## config.mk

```make
export PLATFORM = sky130hd
export DESIGN_NAME = contiguous_fit_allocator
export DESIGN_NICKNAME = d
export VERILOG_FILES = /design/src/rtl/cfa_pkg.sv /design/src/rtl/cfa_ram.sv /design/src/rtl/cfa_ctrl.sv /design/src/rtl/cfa_datapath.sv /design/src/rtl/contiguous_fit_allocator.sv
export SDC_FILE = /design/constraint.sdc
export NUM_CORES = 2
export LEC_CHECK = 0
export ABC_AREA = 0
export CORE_ASPECT_RATIO = 0.9
export CORE_UTILIZATION = 65
export CTS_CLUSTER_SIZE = 24
export DETAILED_ROUTE_END_ITERATION = 10
export DONT_BUFFER_PORTS = 1
export PLACE_DENSITY = 0.8
export SLEW_MARGIN = 5
export SYNTH_ARGS = -nofsm -noshare
export SYNTH_HDL_FRONTEND = slang
export SYNTH_SLANG_ARGS = --single-unit
```

## constraint.sdc

```tcl
create_clock -name clock -period 7.9 [get_ports clock]
set_input_delay 0 -clock clock [delete_from_list [all_inputs] [get_ports clock]]
set_output_delay 0 -clock clock [all_outputs]
set_load 0.01 [all_outputs]
```

## src/rtl/cfa_pkg.sv

```systemverilog
// shared types and codes for the contiguous fit allocator
package cfa_pkg;

   localparam logic       OP_TICK  = 1'b0;
   localparam logic       OP_ALLOC = 1'b1;

   localparam logic [1:0] FIT_FIRST = 2'd0;
   localparam logic [1:0] FIT_NEXT  = 2'd1;
   localparam logic [1:0] FIT_BEST  = 2'd2;

   localparam int REQ_BITS  = 7;
   localparam int HOLD_BITS = 15;
   localparam int SLOT_OUT  = 6;
   localparam int NOW_OUT   = 16;

   typedef struct packed {
      logic clear_step;
      logic load;
      logic issue;
      logic mark_step;
      logic finish;
   } ctl_cmd_type;

   typedef struct packed {
      logic clear_last;
      logic do_scan;
      logic issue_last;
      logic stop_early;
      logic found;
      logic mark_last;
      logic out_free;
      logic eval_pend;
   } ctl_sts_type;

endpackage

```

## src/rtl/cfa_ram.sv

```systemverilog
// generic single write, single registered read memory
module cfa_ram #(
   parameter int WIDTH = 17,
   parameter int DEPTH = 64
) (
   input  logic                     clock,
   input  logic                     wr_en,
   input  logic [$clog2(DEPTH)-1:0] wr_addr,
   input  logic [WIDTH-1:0]         wr_data,
   input  logic                     rd_en,
   input  logic [$clog2(DEPTH)-1:0] rd_addr,
   output logic [WIDTH-1:0]         rd_data
);

   logic [WIDTH-1:0] mem_ff [DEPTH];
   logic [WIDTH-1:0] rd_data_ff;

   always_ff @(posedge clock) begin
      if (wr_en) begin
         mem_ff[wr_addr] <= wr_data;
      end
      if (rd_en) begin
         rd_data_ff <= mem_ff[rd_addr];
      end
   end

   assign rd_data = rd_data_ff;

endmodule

```

## src/rtl/cfa_ctrl.sv

```systemverilog
// sequencing state machine of the allocator
module cfa_ctrl (
   input  logic                 clock,
   input  logic                 reset,
   input  logic                 req_tvalid,
   output logic                 req_tready,
   input  cfa_pkg::ctl_sts_type sts,
   output cfa_pkg::ctl_cmd_type cmd
);

   typedef enum logic [6:0] {
      ST_CLEAR = 7'b0000001,
      ST_IDLE  = 7'b0000010,
      ST_CHECK = 7'b0000100,
      ST_SCAN  = 7'b0001000,
      ST_DRAIN = 7'b0010000,
      ST_MARK  = 7'b0100000,
      ST_DONE  = 7'b1000000
   } state_type;

   state_type state_ff, state_in;

   always_comb begin
      state_in = state_ff;
      cmd      = '0;
      case (state_ff)
         ST_CLEAR: begin
            cmd.clear_step = 1'b1;
            if (sts.clear_last) state_in = ST_IDLE;
         end
         ST_IDLE: begin
            if (req_tvalid) begin
               cmd.load = 1'b1;
               state_in = ST_CHECK;
            end
         end
         ST_CHECK: begin
            state_in = sts.do_scan ? ST_SCAN : ST_DONE;
         end
         ST_SCAN: begin
            if (sts.stop_early) begin
               state_in = ST_DRAIN;
            end else begin
               cmd.issue = 1'b1;
               if (sts.issue_last) state_in = ST_DRAIN;
            end
         end
         ST_DRAIN: begin
            // wait for the last slot read to be evaluated
            if (!sts.eval_pend) state_in = sts.found ? ST_MARK : ST_DONE;
         end
         ST_MARK: begin
            cmd.mark_step = 1'b1;
            if (sts.mark_last) state_in = ST_DONE;
         end
         ST_DONE: begin
            if (sts.out_free) begin
               cmd.finish = 1'b1;
               state_in   = ST_IDLE;
            end
         end
         default: begin
            state_in = ST_CLEAR;
         end
      endcase
   end

   always_ff @(posedge clock) begin
      if (reset) begin
         state_ff <= ST_CLEAR;
      end else begin
         state_ff <= state_in;
      end
   end

   assign req_tready = (state_ff == ST_IDLE);

endmodule

```

## src/rtl/cfa_datapath.sv

```systemverilog
// slot table, time counter, search and mark datapath
module cfa_datapath #(
   parameter int SLOTS     = 64,
   parameter int TIME_BITS = 16
) (
   input  logic                              clock,
   input  logic                              reset,
   input  cfa_pkg::ctl_cmd_type              cmd,
   output cfa_pkg::ctl_sts_type              sts,
   input  logic                              in_op,
   input  logic [cfa_pkg::REQ_BITS-1:0]      in_request_slots,
   input  logic [cfa_pkg::HOLD_BITS-1:0]     in_hold_time,
   input  logic                              csr_wr_en,
   input  logic [1:0]                        csr_wr_data,
   input  logic                              rsp_tready,
   output logic                              rsp_valid,
   output logic                              rsp_granted,
   output logic [cfa_pkg::SLOT_OUT-1:0]      rsp_start_slot,
   output logic [cfa_pkg::NOW_OUT-1:0]       rsp_now
);

   localparam int AW   = $clog2(SLOTS);
   localparam int LW   = $clog2(SLOTS + 1);
   localparam int CMPW = (LW > cfa_pkg::REQ_BITS) ? LW : cfa_pkg::REQ_BITS;
   localparam int RW   = TIME_BITS + 1;
   localparam logic [AW-1:0] LAST_SLOT = AW'(SLOTS - 1);

   logic [1:0]                   mode_ff;
   logic                         op_ff;
   logic                         ok_ff;
   logic [LW-1:0]                req_len_ff;
   logic [cfa_pkg::HOLD_BITS-1:0] hold_ff;
   logic [TIME_BITS-1:0]         time_ff;
   logic [AW-1:0]                ptr_ff;
   logic [AW-1:0]                issue_addr_ff;
   logic                         pass_ff;
   logic                         pend_ff;
   logic [AW-1:0]                eval_addr_ff;
   logic [LW-1:0]                run_ff;
   logic [AW-1:0]                hole_start_ff;
   logic                         found_ff;
   logic [LW-1:0]                best_len_ff;
   logic [AW-1:0]                start_ff;
   logic [AW-1:0]                off_ff;
   logic                         rsp_valid_ff;
   logic                         rsp_granted_ff;
   logic [cfa_pkg::SLOT_OUT-1:0] rsp_start_ff;
   logic [cfa_pkg::NOW_OUT-1:0]  rsp_now_ff;

   logic                 is_next, is_best, is_tick, upd_en;
   logic [AW-1:0]        issue_next;
   logic                 ram_we;
   logic [AW-1:0]        ram_waddr;
   logic [RW-1:0]        ram_wdata;
   logic [RW-1:0]        ram_rdata;
   logic                 rd_busy;
   logic [TIME_BITS-1:0] rd_exp;
   logic [TIME_BITS-1:0] expiry;
   logic [LW-1:0]        run_base, run_n, hole_len;
   logic [AW-1:0]        hole_start_cur, cand_start;
   logic                 hole_close;
   logic                 req_ok_in;
   logic [LW:0]          ptr_sum;
   logic [LW:0]          mark_end;

   assign is_next = (mode_ff == cfa_pkg::FIT_NEXT);
   assign is_best = (mode_ff == cfa_pkg::FIT_BEST);
   assign is_tick = (op_ff == cfa_pkg::OP_TICK);
   assign upd_en  = is_best || !found_ff;

   assign issue_next = (issue_addr_ff == LAST_SLOT) ? '0 : issue_addr_ff + 1'b1;
   assign req_ok_in  = (in_request_slots != '0) &&
                       (CMPW'(in_request_slots) <= CMPW'(SLOTS));
   assign expiry     = TIME_BITS'(time_ff + TIME_BITS'(hold_ff));

   assign rd_busy = ram_rdata[TIME_BITS];
   assign rd_exp  = ram_rdata[TIME_BITS-1:0];

   // hole and run tracking on the slot just read
   always_comb begin
      run_base       = (eval_addr_ff == '0) ? '0 : run_ff;
      run_n          = run_base + 1'b1;
      hole_start_cur = (run_base == '0) ? eval_addr_ff : hole_start_ff;
      hole_close     = rd_busy || (eval_addr_ff == LAST_SLOT);
      hole_len       = rd_busy ? run_base : run_n;
      cand_start     = rd_busy ? hole_start_ff : hole_start_cur;
   end

   assign ptr_sum  = (LW+1)'(start_ff) + (LW+1)'(req_len_ff);
   assign mark_end = (LW+1)'(off_ff) + 1'b1;

   always_comb begin
      ram_we    = 1'b0;
      ram_waddr = issue_addr_ff;
      ram_wdata = '0;
      if (cmd.clear_step) begin
         ram_we = 1'b1;
      end else if (pend_ff && is_tick) begin
         ram_we    = rd_busy && (rd_exp == time_ff);
         ram_waddr = eval_addr_ff;
         ram_wdata = {1'b0, rd_exp};
      end else if (cmd.mark_step) begin
         ram_we    = 1'b1;
         ram_waddr = AW'(start_ff + off_ff);
         ram_wdata = {1'b1, expiry};
      end
   end

   cfa_ram #(
      .WIDTH (RW),
      .DEPTH (SLOTS)
   ) u_slot_ram (
      .clock   (clock),
      .wr_en   (ram_we),
      .wr_addr (ram_waddr),
      .wr_data (ram_wdata),
      .rd_en   (cmd.issue),
      .rd_addr (issue_addr_ff),
      .rd_data (ram_rdata)
   );

   always_ff @(posedge clock) begin
      if (reset) begin
         mode_ff       <= cfa_pkg::FIT_FIRST;
         time_ff       <= '0;
         ptr_ff        <= '0;
         issue_addr_ff <= '0;
         pend_ff       <= 1'b0;
         found_ff      <= 1'b0;
         rsp_valid_ff  <= 1'b0;
      end else begin
         if (csr_wr_en) mode_ff <= csr_wr_data;
         pend_ff <= cmd.issue;
         if (cmd.clear_step || cmd.issue) issue_addr_ff <= issue_next;
         if (cmd.load) begin
            if (in_op == cfa_pkg::OP_TICK) time_ff <= time_ff + 1'b1;
            issue_addr_ff <= (in_op == cfa_pkg::OP_ALLOC && is_next) ? ptr_ff : '0;
            found_ff      <= 1'b0;
         end
         if (pend_ff && !is_tick && upd_en) begin
            if (is_best) begin
               if (hole_close && hole_len >= req_len_ff &&
                   (!found_ff || hole_len < best_len_ff)) begin
                  found_ff <= 1'b1;
               end
            end else if (!rd_busy && run_n == req_len_ff) begin
               found_ff <= 1'b1;
            end
         end
         if (cmd.mark_step && mark_end == (LW+1)'(req_len_ff) && is_next) begin
            ptr_ff <= (ptr_sum == (LW+1)'(SLOTS)) ? '0 : AW'(ptr_sum);
         end
         if (cmd.finish) begin
            rsp_valid_ff <= 1'b1;
         end else if (rsp_tready) begin
            rsp_valid_ff <= 1'b0;
         end
      end
   end

   always_ff @(posedge clock) begin
      eval_addr_ff <= issue_addr_ff;
      if (cmd.issue && issue_addr_ff == LAST_SLOT) pass_ff <= 1'b1;
      if (cmd.load) begin
         op_ff       <= in_op;
         ok_ff       <= req_ok_in;
         req_len_ff  <= LW'(in_request_slots);
         hold_ff     <= in_hold_time;
         pass_ff     <= 1'b0;
         run_ff      <= '0;
         best_len_ff <= '0;
         off_ff      <= '0;
      end
      if (pend_ff && !is_tick) begin
         run_ff        <= rd_busy ? '0 : run_n;
         hole_start_ff <= hole_start_cur;
         if (upd_en) begin
            if (is_best) begin
               if (hole_close && hole_len >= req_len_ff &&
                   (!found_ff || hole_len < best_len_ff)) begin
                  best_len_ff <= hole_len;
                  start_ff    <= cand_start;
               end
            end else if (!rd_busy && run_n == req_len_ff) begin
               start_ff <= AW'(LW'(eval_addr_ff) + 1'b1 - req_len_ff);
            end
         end
      end
      if (cmd.mark_step) off_ff <= off_ff + 1'b1;
      if (cmd.finish) begin
         rsp_granted_ff <= found_ff;
         rsp_start_ff   <= found_ff ? cfa_pkg::SLOT_OUT'(start_ff) : '0;
         rsp_now_ff     <= cfa_pkg::NOW_OUT'(time_ff);
      end
   end

   always_comb begin
      sts            = '0;
      sts.clear_last = (issue_addr_ff == LAST_SLOT);
      sts.do_scan    = is_tick || ok_ff;
      sts.issue_last = (issue_addr_ff == LAST_SLOT) &&
                       (is_tick || !is_next || pass_ff || ptr_ff == '0);
      sts.stop_early = found_ff && !is_best && !is_tick;
      sts.found      = found_ff && !is_tick;
      sts.mark_last  = (mark_end == (LW+1)'(req_len_ff));
      sts.out_free   = !rsp_valid_ff || rsp_tready;
      sts.eval_pend  = pend_ff;
   end

   assign rsp_valid      = rsp_valid_ff;
   assign rsp_granted    = rsp_granted_ff;
   assign rsp_start_slot = rsp_start_ff;
   assign rsp_now        = rsp_now_ff;

   a_mark_in_range: assert property (@(posedge clock) disable iff (reset)
      cmd.mark_step |-> ((LW+1)'(start_ff) + (LW+1)'(off_ff)) < (LW+1)'(SLOTS))
      else $error("mark beyond last slot");

   a_finish_free: assert property (@(posedge clock) disable iff (reset)
      cmd.finish |-> (!rsp_valid_ff || rsp_tready))
      else $error("result overwritten");

   a_found_sticky: assert property (@(posedge clock) disable iff (reset)
      (found_ff && !cmd.load) |=> found_ff)
      else $error("found flag lost");

endmodule

```

## src/rtl/contiguous_fit_allocator.sv

```systemverilog
// top level of the contiguous slot allocator with timed release
//
//  channel  direction  fields
//  req_     in         tuser: op; tdata: request_slots, hold_time
//  rsp_     out        tdata: granted, start_slot, now
//  csr_     in         fit_mode write, no read-back
//
// after reset a clearing pass writes every slot before the first request is taken
// tick: a scan of the whole slot table, one slot table read per cycle
// allocate: a scan of the slot table, then one mark step per granted slot; next fit starts at its pointer and may wrap
// a held result blocks only the completion of the following request
module contiguous_fit_allocator #(
   parameter int SLOTS     = 64,
   parameter int TIME_BITS = 16
) (
   input  logic        clock,
   input  logic        reset,
   input  logic        req_tvalid,
   output logic        req_tready,
   input  logic [23:0] req_tdata,   // request_slots[6:0], hold_time[21:7], zero
   input  logic        req_tuser,   // op
   output logic        rsp_tvalid,
   input  logic        rsp_tready,
   output logic [23:0] rsp_tdata,   // granted[0], start_slot[6:1], now[22:7], zero
   input  logic        csr_wr_en,
   input  logic [1:0]  csr_wr_data
);

   cfa_pkg::ctl_cmd_type cmd;
   cfa_pkg::ctl_sts_type sts;

   logic                         granted;
   logic [cfa_pkg::SLOT_OUT-1:0] start_slot;
   logic [cfa_pkg::NOW_OUT-1:0]  now;

   cfa_ctrl u_ctrl (
      .clock      (clock),
      .reset      (reset),
      .req_tvalid (req_tvalid),
      .req_tready (req_tready),
      .sts        (sts),
      .cmd        (cmd)
   );

   cfa_datapath #(
      .SLOTS     (SLOTS),
      .TIME_BITS (TIME_BITS)
   ) u_datapath (
      .clock            (clock),
      .reset            (reset),
      .cmd              (cmd),
      .sts              (sts),
      .in_op            (req_tuser),
      .in_request_slots (req_tdata[6:0]),
      .in_hold_time     (req_tdata[21:7]),
      .csr_wr_en        (csr_wr_en),
      .csr_wr_data      (csr_wr_data),
      .rsp_tready       (rsp_tready),
      .rsp_valid        (rsp_tvalid),
      .rsp_granted      (granted),
      .rsp_start_slot   (start_slot),
      .rsp_now          (now)
   );

   assign rsp_tdata = {1'b0, now, start_slot, granted};

endmodule

```

# Yosys cells after proc, flatten, opt, wreduce, memory -nomap -nowiden
# Memories as Yosys holds them, arrays and structs flattened. A register that Yosys moved wholly into a read port is not among the register bits.
# Cells that the tools add are included.
# word_totals
register_bits	126
ram_bits	1088
output_inout_bits	26
elab_cells	160
mem_count	1
# mem_list
name	words	width	rd	rd_clocked_by_memory_dff	write_ports	line	source
u_datapath.u_slot_ram.mem_ff	64	17	1	1	1	cfa_ram.sv:15	logic [WIDTH-1:0] mem_ff [DEPTH];
# classes
n_addsub	10
order_cmp	3
n_eq_ne	22
n_mux	58
bitwise	2
reduce_logical	42
# ops
op	n
7-bit two-way mux	19
6-bit two-way mux	15
17-bit two-way mux	3
7-bit one-hot mux with 7 select lines	1
1-bit two-way mux	20
6-bit by 1-bit adder with 6-bit output (second input constant)	3
16-bit by 1-bit adder with 16-bit output (second input constant)	1
16-bit by 15-bit adder with 16-bit output	1
16-bit == test	1
1-bit logical AND	16
7-bit == test	2
6-bit == test (second input constant)	2
6-bit zero test	2
2-bit inequality test (second input constant)	6
2-bit nonzero test	5
1-bit logical OR	9
6-bit by 7-bit adder with 8-bit output	1
8-bit by 7-bit == test with 1-bit output (second input constant)	1
6-bit by 1-bit adder with 7-bit output (second input constant)	1
7-bit by 1-bit adder with 7-bit output (second input constant)	1
7-bit by 1-bit == test with 1-bit output (second input constant)	1
7-bit by 2-bit == test with 1-bit output (second input constant)	1
7-bit by 3-bit == test with 1-bit output (second input constant)	1
7-bit by 4-bit == test with 1-bit output (second input constant)	1
other kinds (18)	23

# Longest topological paths before layout
# depth
depth_word	11
mapped_depth	17
mapped_depth_nobuf	16

# By module
# From an unflattened synthesis, not the netlist that was laid out.
# hier_totals
cells_unflattened	2755
area_unflattened_um2	50394.6
# by_module_without_submodules
module	instances	cells_each	area_per_inst_um2	seq_area_each_um2
cfa_ram	1	1953	42514.5	33181.8
cfa_datapath	1	735	7339.5	3103.0
cfa_ctrl	1	64	521.8	140.1
contiguous_fit_allocator	1	3	18.8	0.0

# Worst setup path before layout
# No wires, ideal clock.
# synth_timing
path_kind	reg-to-reg
startpoint	register u_datapath.time_ff[1]
endpoint	memory u_datapath.u_slot_ram.mem_ff[0][13] (data pin)
t_arrival_ps	4484
path_slack_ps	2714
path_stages_with_launch	9
path_buffers	0
synth_period_minus_slack_ps	5186
cell_sequence	dfxtp_1 ha_1 a21o_1 a21oi_1 o21ai_0 o32ai_1 o21ai_0 xnor2_1 o21ai_0
# synth_between
elab_chain_cells	4
# synth_rtl
item	line	source
from (decl)	cfa_datapath.sv:33	logic [TIME_BITS-1:0] time_ff;
from (signal assigned)	cfa_datapath.sv:136	if (in_op == cfa_pkg::OP_TICK) time_ff <= time_ff + 1'b1;
16-bit by 15-bit adder with 16-bit output	cfa_datapath.sv:74	assign expiry = TIME_BITS'(time_ff + TIME_BITS'(hold_ff));
17-bit two-way mux	cfa_datapath.sv:102	end else if (cmd.mark_step) begin
17-bit two-way mux	cfa_datapath.sv:98	end else if (pend_ff && is_tick) begin
17-bit two-way mux	cfa_datapath.sv:96	if (cmd.clear_step) begin
via u_datapath.ram_wdata[13]	cfa_datapath.sv:54	logic [RW-1:0] ram_wdata;
to (decl)	cfa_ram.sv:15	
# The timed path passes the listed nets, and every way through them passes these cells.

# Worst setup path in the final report
# layout_timing
startpoint	register u_ctrl.state_ff[0]
endpoint	memory u_datapath.u_slot_ram.mem_ff[10][4] (enable)
# layout_between
elab_chain_cells	7
# layout_rtl
item	line	source
from (decl)	cfa_ctrl.sv:21	state_type state_ff, state_in;
from (signal assigned)	cfa_ctrl.sv:72	state_ff <= state_in;
7-bit by 6-bit == test with 1-bit output	cfa_ctrl.sv:26	case (state_ff)
1-bit two-way mux	cfa_ctrl.sv:26	
1-bit two-way mux	cfa_datapath.sv:102	
1-bit two-way mux	cfa_datapath.sv:98	
1-bit two-way mux	cfa_datapath.sv:96	
1-bit two-way mux	cfa_ram.sv:19	if (wr_en) begin
1-bit two-way mux (not written as such)	cfa_ram.sv:20	mem_ff[wr_addr] <= wr_data;
# Parallel ways exist; a longest one is shown, timed or not.

==> results.py <==
metrics = {
    "min_path": {
        "hold_class": "in -> reg",
        "hold_start": "csr_wr_en",
        "hold_path_end": "u_datapath.mode_ff[1]$_SDFFE_PP0P_",
        "hold_depth": 3,
    },
    "power": {
        "power.internal_mw": 11.4,
        "switching_share": 0.257,
        "peakVddDrop_mv": 0.290,
        "cellPowerDensity_nw_per_um2": 275,
        "pwr-share-seq": 0.485,
        "p_sw_mw": 3.94,
        "p_leak_nw": 17.9,
        "clkPwrFrac": 0.366,
        "pwr-share-comb": 0.148,
    },
    "synthesis": {
        "synthDistinctLibCells": 73,
        "yosysWarnings": 0,
        "synthFlopType": "edfxtp_1",
        "syn_avg_cell_area_um2": 20.1,
        "ys_ff_latch": 1231,
        "syn_area_um2": 49700,
        "synthCells": 2479,
        "syn_nets": 2568,
        "async_flop_share": 0,
        "synth-edff-count": 1177,
        "synth-seq-area-share": 0.732,
    },
    "timing": {
        "relSlewSlack": 0.0951,
        "rsz0062_at_grt": "false",
        "worstMarginPinSlew_ns": 1.36,
        "finalCritPeriodShare": 0.783,
        "setup_viol": 0,
        "hold_violations": 0,
        "tns_ns": 0,
        "slew_violations": 0,
        "whs_ns": 0.0393,
        "timing.fmax_mhz": 162,
        "fin_crit_ns": 6.19,
        "worst_clock_skew_ns": 0.0238,
    },
    "critical_path": {
        "endpoint_kind": "flip-flop",
        "worstPathArrival_ns": 6.48,
        "reg2reg_to": "u_datapath.u_slot_ram.mem_ff[10][4]$_DFFE_PP_",
        "start_kind": "flip-flop",
        "r2r-start": "u_ctrl.state_ff[0]$_SDFFE_PP1P_",
        "crit_required_ns": 8.20,
        "rr_worst_depth": 8,
        "rrSetupSlack_ns": 1.71,
        "cp_max_fo": 75,
        "worstSetupPathType": "reg -> reg",
    },
    "cts": {
        "clk_path_buf_depth": 3,
        "cts-root-buf": "clkbuf_16",
        "cts_tree": "built",
        "clk_latency_ns": 0.70,
        "postCtsResizedCells": 0,
        "clk_pin_slew_ns": 0.07,
        "clock_sinks": 1231,
        "cts_max_level": 3,
        "numCtsBuffers": 113,
    },
    "floorplan": {
        "io_pins": 58,
        "row_count": 95,
        "die_h_um": 264,
        "die_area_um2": 77600,
        "start_util": 0.661,
        "dieWidth_um": 294,
        "core_area_um2": 75200,
    },
    "layout": {
        "nets": 2705,
        "drive_gt1_frac": 0.240,
        "fin_cells": 3725,
        "fin_util": 0.741,
        "area_growth_pct": 12.1,
        "fillers": 3962,
        "antenna_cells": 0,
    },
    "route": {
        "vias": 25800,
        "firstDrtPassIters": 6,
        "wire_per_inst_um": 32.2,
        "wl_um": 120000,
        "viasPerCell": 6.93,
        "drt_iter0_drc": 3039,
        "postRouteAntennaNets": 0,
        "drc": 0,
    },
    "placement": {
        "dp_hpwl_um": 64300,
        "gp_congestion": 0.844,
        "dp.cells": 3463,
        "port_buffers": 0,
    },
    "grt": {
        "grt_antenna_before_repair": 1,
        "overflow": 0,
        "grt_pass1_vias": 26500,
        "track_usage": 0.320,
        "grt_max_degree": 105,
        "grt_pass1_wl_um": 176000,
    },
    "outcome": {
        "outcome": "completed",
    },
    "run": {
        "drv_cap": 0,
    },
}
-- metrics by stage --
step | setup WS [ns] | cell area (µm²) | power [mW]
floorplan | 2.71 | 49700 | 9.06
global placement | 2.18 | 51400 | 9.72
detailed placement | 1.90 | 51400 | 9.78
finish | 1.71 | 55700 | 15.3
CTS | 1.80 | 55700 | 15.4
global route | 1.58 | 55700 | 15.8
-- routing by layer --
metal / up-vias / GRT usage / share of wire
li1: 10500 / - / -
met3: 297 / 0.0591 / 0.093
met5: - / 0 / 0
met1: 13400 / 0.430 / 0.36
met2: 1702 / 0.523 / 0.50
met4: 0 / 0.133 / 0.044
-- registers in the layout (all words and copies together), names as in the netlist, 2 cells and up --
name,flops
u_ctrl.state_ff,7
u_datapath.best_len_ff,7
u_datapath.eval_addr_ff,6
u_datapath.hold_ff,15
u_datapath.hole_start_ff,6
u_datapath.issue_addr_ff,6
u_datapath.mode_ff,2
u_datapath.off_ff,6
u_datapath.ptr_ff,6
u_datapath.req_len_ff,7
u_datapath.rsp_now,16
u_datapath.rsp_start_slot,6
u_datapath.run_ff,7
u_datapath.start_ff,6
u_datapath.time_ff,16
u_datapath.u_slot_ram.mem_ff,1088
u_datapath.u_slot_ram.rd_data,17
-- cell families after synthesis --
| logic type | synth area share |
|---|---|
| muxes | 0.164 |
| adders and majority gates | 0.0149 |
| other | 0.0000754 |
| xor gates and xnor gates | 0.0132 |
| DFF | 0.732 |
| and+or+nand+nor | 0.0349 |
| buffers and inverters | 0.0128 |
| AOI/OAI and AO/OA | 0.0282 |
-- power groups by stage --
| stage | sequential [mW] | combinational [mW] | clock (mW) |
|---|---|---|---|
| after floorplan | 7.45 | 1.61 | 0 |
| after global placement | 7.56 | 2.16 | 0 |
| after detailed placement | 7.57 | 2.21 | 0 |
| after CTS | 7.44 | 2.27 | 5.66 |
| after global routing | 7.45 | 2.41 | 5.90 |
| final | 7.44 | 2.28 | 5.62 |
-- how the worst max path moves through the flow --
| stage | from | to | slack [ns] | cells after the start |
|---|---|---|---|---|
| after CTS | u_ctrl.state_ff[0]$_SDFFE_PP1P_ | u_datapath.u_slot_ram.mem_ff[10][11]$_DFFE_PP_ | 1.80 | 8 |
| after detailed placement | u_ctrl.state_ff[0]$_SDFFE_PP1P_ | u_datapath.u_slot_ram.mem_ff[9][3]$_DFFE_PP_ | 1.90 | 8 |
| after floorplan | u_datapath.time_ff[1]$_SDFFE_PP0P_ | u_datapath.u_slot_ram.mem_ff[0][13]$_DFFE_PP_ | 2.71 | 8 |
| final | u_ctrl.state_ff[0]$_SDFFE_PP1P_ | u_datapath.u_slot_ram.mem_ff[10][4]$_DFFE_PP_ | 1.71 | 8 |
| after global placement | u_ctrl.state_ff[0]$_SDFFE_PP1P_ | u_datapath.u_slot_ram.mem_ff[9][3]$_DFFE_PP_ | 2.18 | 8 |
| after global routing | u_ctrl.state_ff[0]$_SDFFE_PP1P_ | u_datapath.u_slot_ram.mem_ff[10][11]$_DFFE_PP_ | 1.58 | 8 |
-- timing repair --
item,CTS,global route
hold endpoints to repair,72,0
setup buffers,0,0
hold buffers,56,0
-- synth_stat cells (4+ instances only) --
cell type / count / area [µm²]
nand3_1: 23 / 115
nand2b_1: 11 / 68.8
edfxtp_1: 1177 / 35300
nor2_1: 134 / 503
nor3_1: 19 / 95.1
nor3b_1: 4 / 30.0
clkbuf_1: 72 / 270
or4_1: 5 / 37.5
a31oi_1: 8 / 50.1
nand2_1: 69 / 259
a21o_1: 14 / 105
o21ai_0: 48 / 240
a21oi_1: 57 / 285
mux2i_1: 33 / 330
xnor2_1: 40 / 350
mux2_2: 13 / 146
nor4_1: 4 / 25.0
nor2b_1: 30 / 188
buf_1: 28 / 105
mux4_2: 340 / 7660
o21a_1: 8 / 60.1
inv_1: 38 / 143
ha_1: 53 / 663
or3_1: 13 / 81.3
nand4_1: 13 / 81.3
dfxtp_1: 54 / 1080
fa_1: 4 / 80.1
buf_2: 16 / 80.1
xor2_1: 30 / 263
and2_1: 13 / 81.3
a211oi_1: 25 / 188
o211ai_1: 6 / 45.0
and3_1: 12 / 75.1
-- layout make-up --
type                    instances  area [µm²]  area share
flip-flops and latches       1231       36400       0.654
multi-input cells            1090       12900       0.231
clock buffers                 140        3050      0.0548
well taps                    1018        1270      0.0228
repair buffers                142        1240      0.0223
clock inverters                66         744      0.0134
inverters                      38         143     0.00256
-- critical path, cell delays in order, from the launching register on --
cell and delay [ns]:
dfxtp_1 0.34, or4_1 0.69, nor3_4 0.37, nand2_1 0.71, inv_2 1.19, a221oi_1 0.28
o22ai_1 0.55, nand2b_1 0.46, nor2_2 1.14
-- placed cells by master, fill, tap and decap left out, types with 11 or more instances in the layout --
cell / instances
mux2i_1: 33
dfxtp_1: 49
a211oi_1: 25
ha_1: 53
inv_1: 37
nand2_1: 69
or3_1: 13
mux4_2: 340
nand4_1: 13
a21o_1: 14
o21ai_0: 37
and3_1: 12
and2_1: 13
clkbuf_16: 117
nor2b_1: 29
buf_4: 84
clkinv_2: 18
a21oi_1: 57
nor2_1: 121
nand2b_1: 11
nor2_2: 13
xnor2_1: 40
o21ai_4: 11
mux2_2: 13
clkbuf_1: 19
clkinv_1: 22
edfxtp_1: 1177
nand3_1: 23
dlygate4sd3_1: 55
bufinv_16: 14
xor2_1: 30
nor3_1: 17
Power figures use the tool's default switching activity.
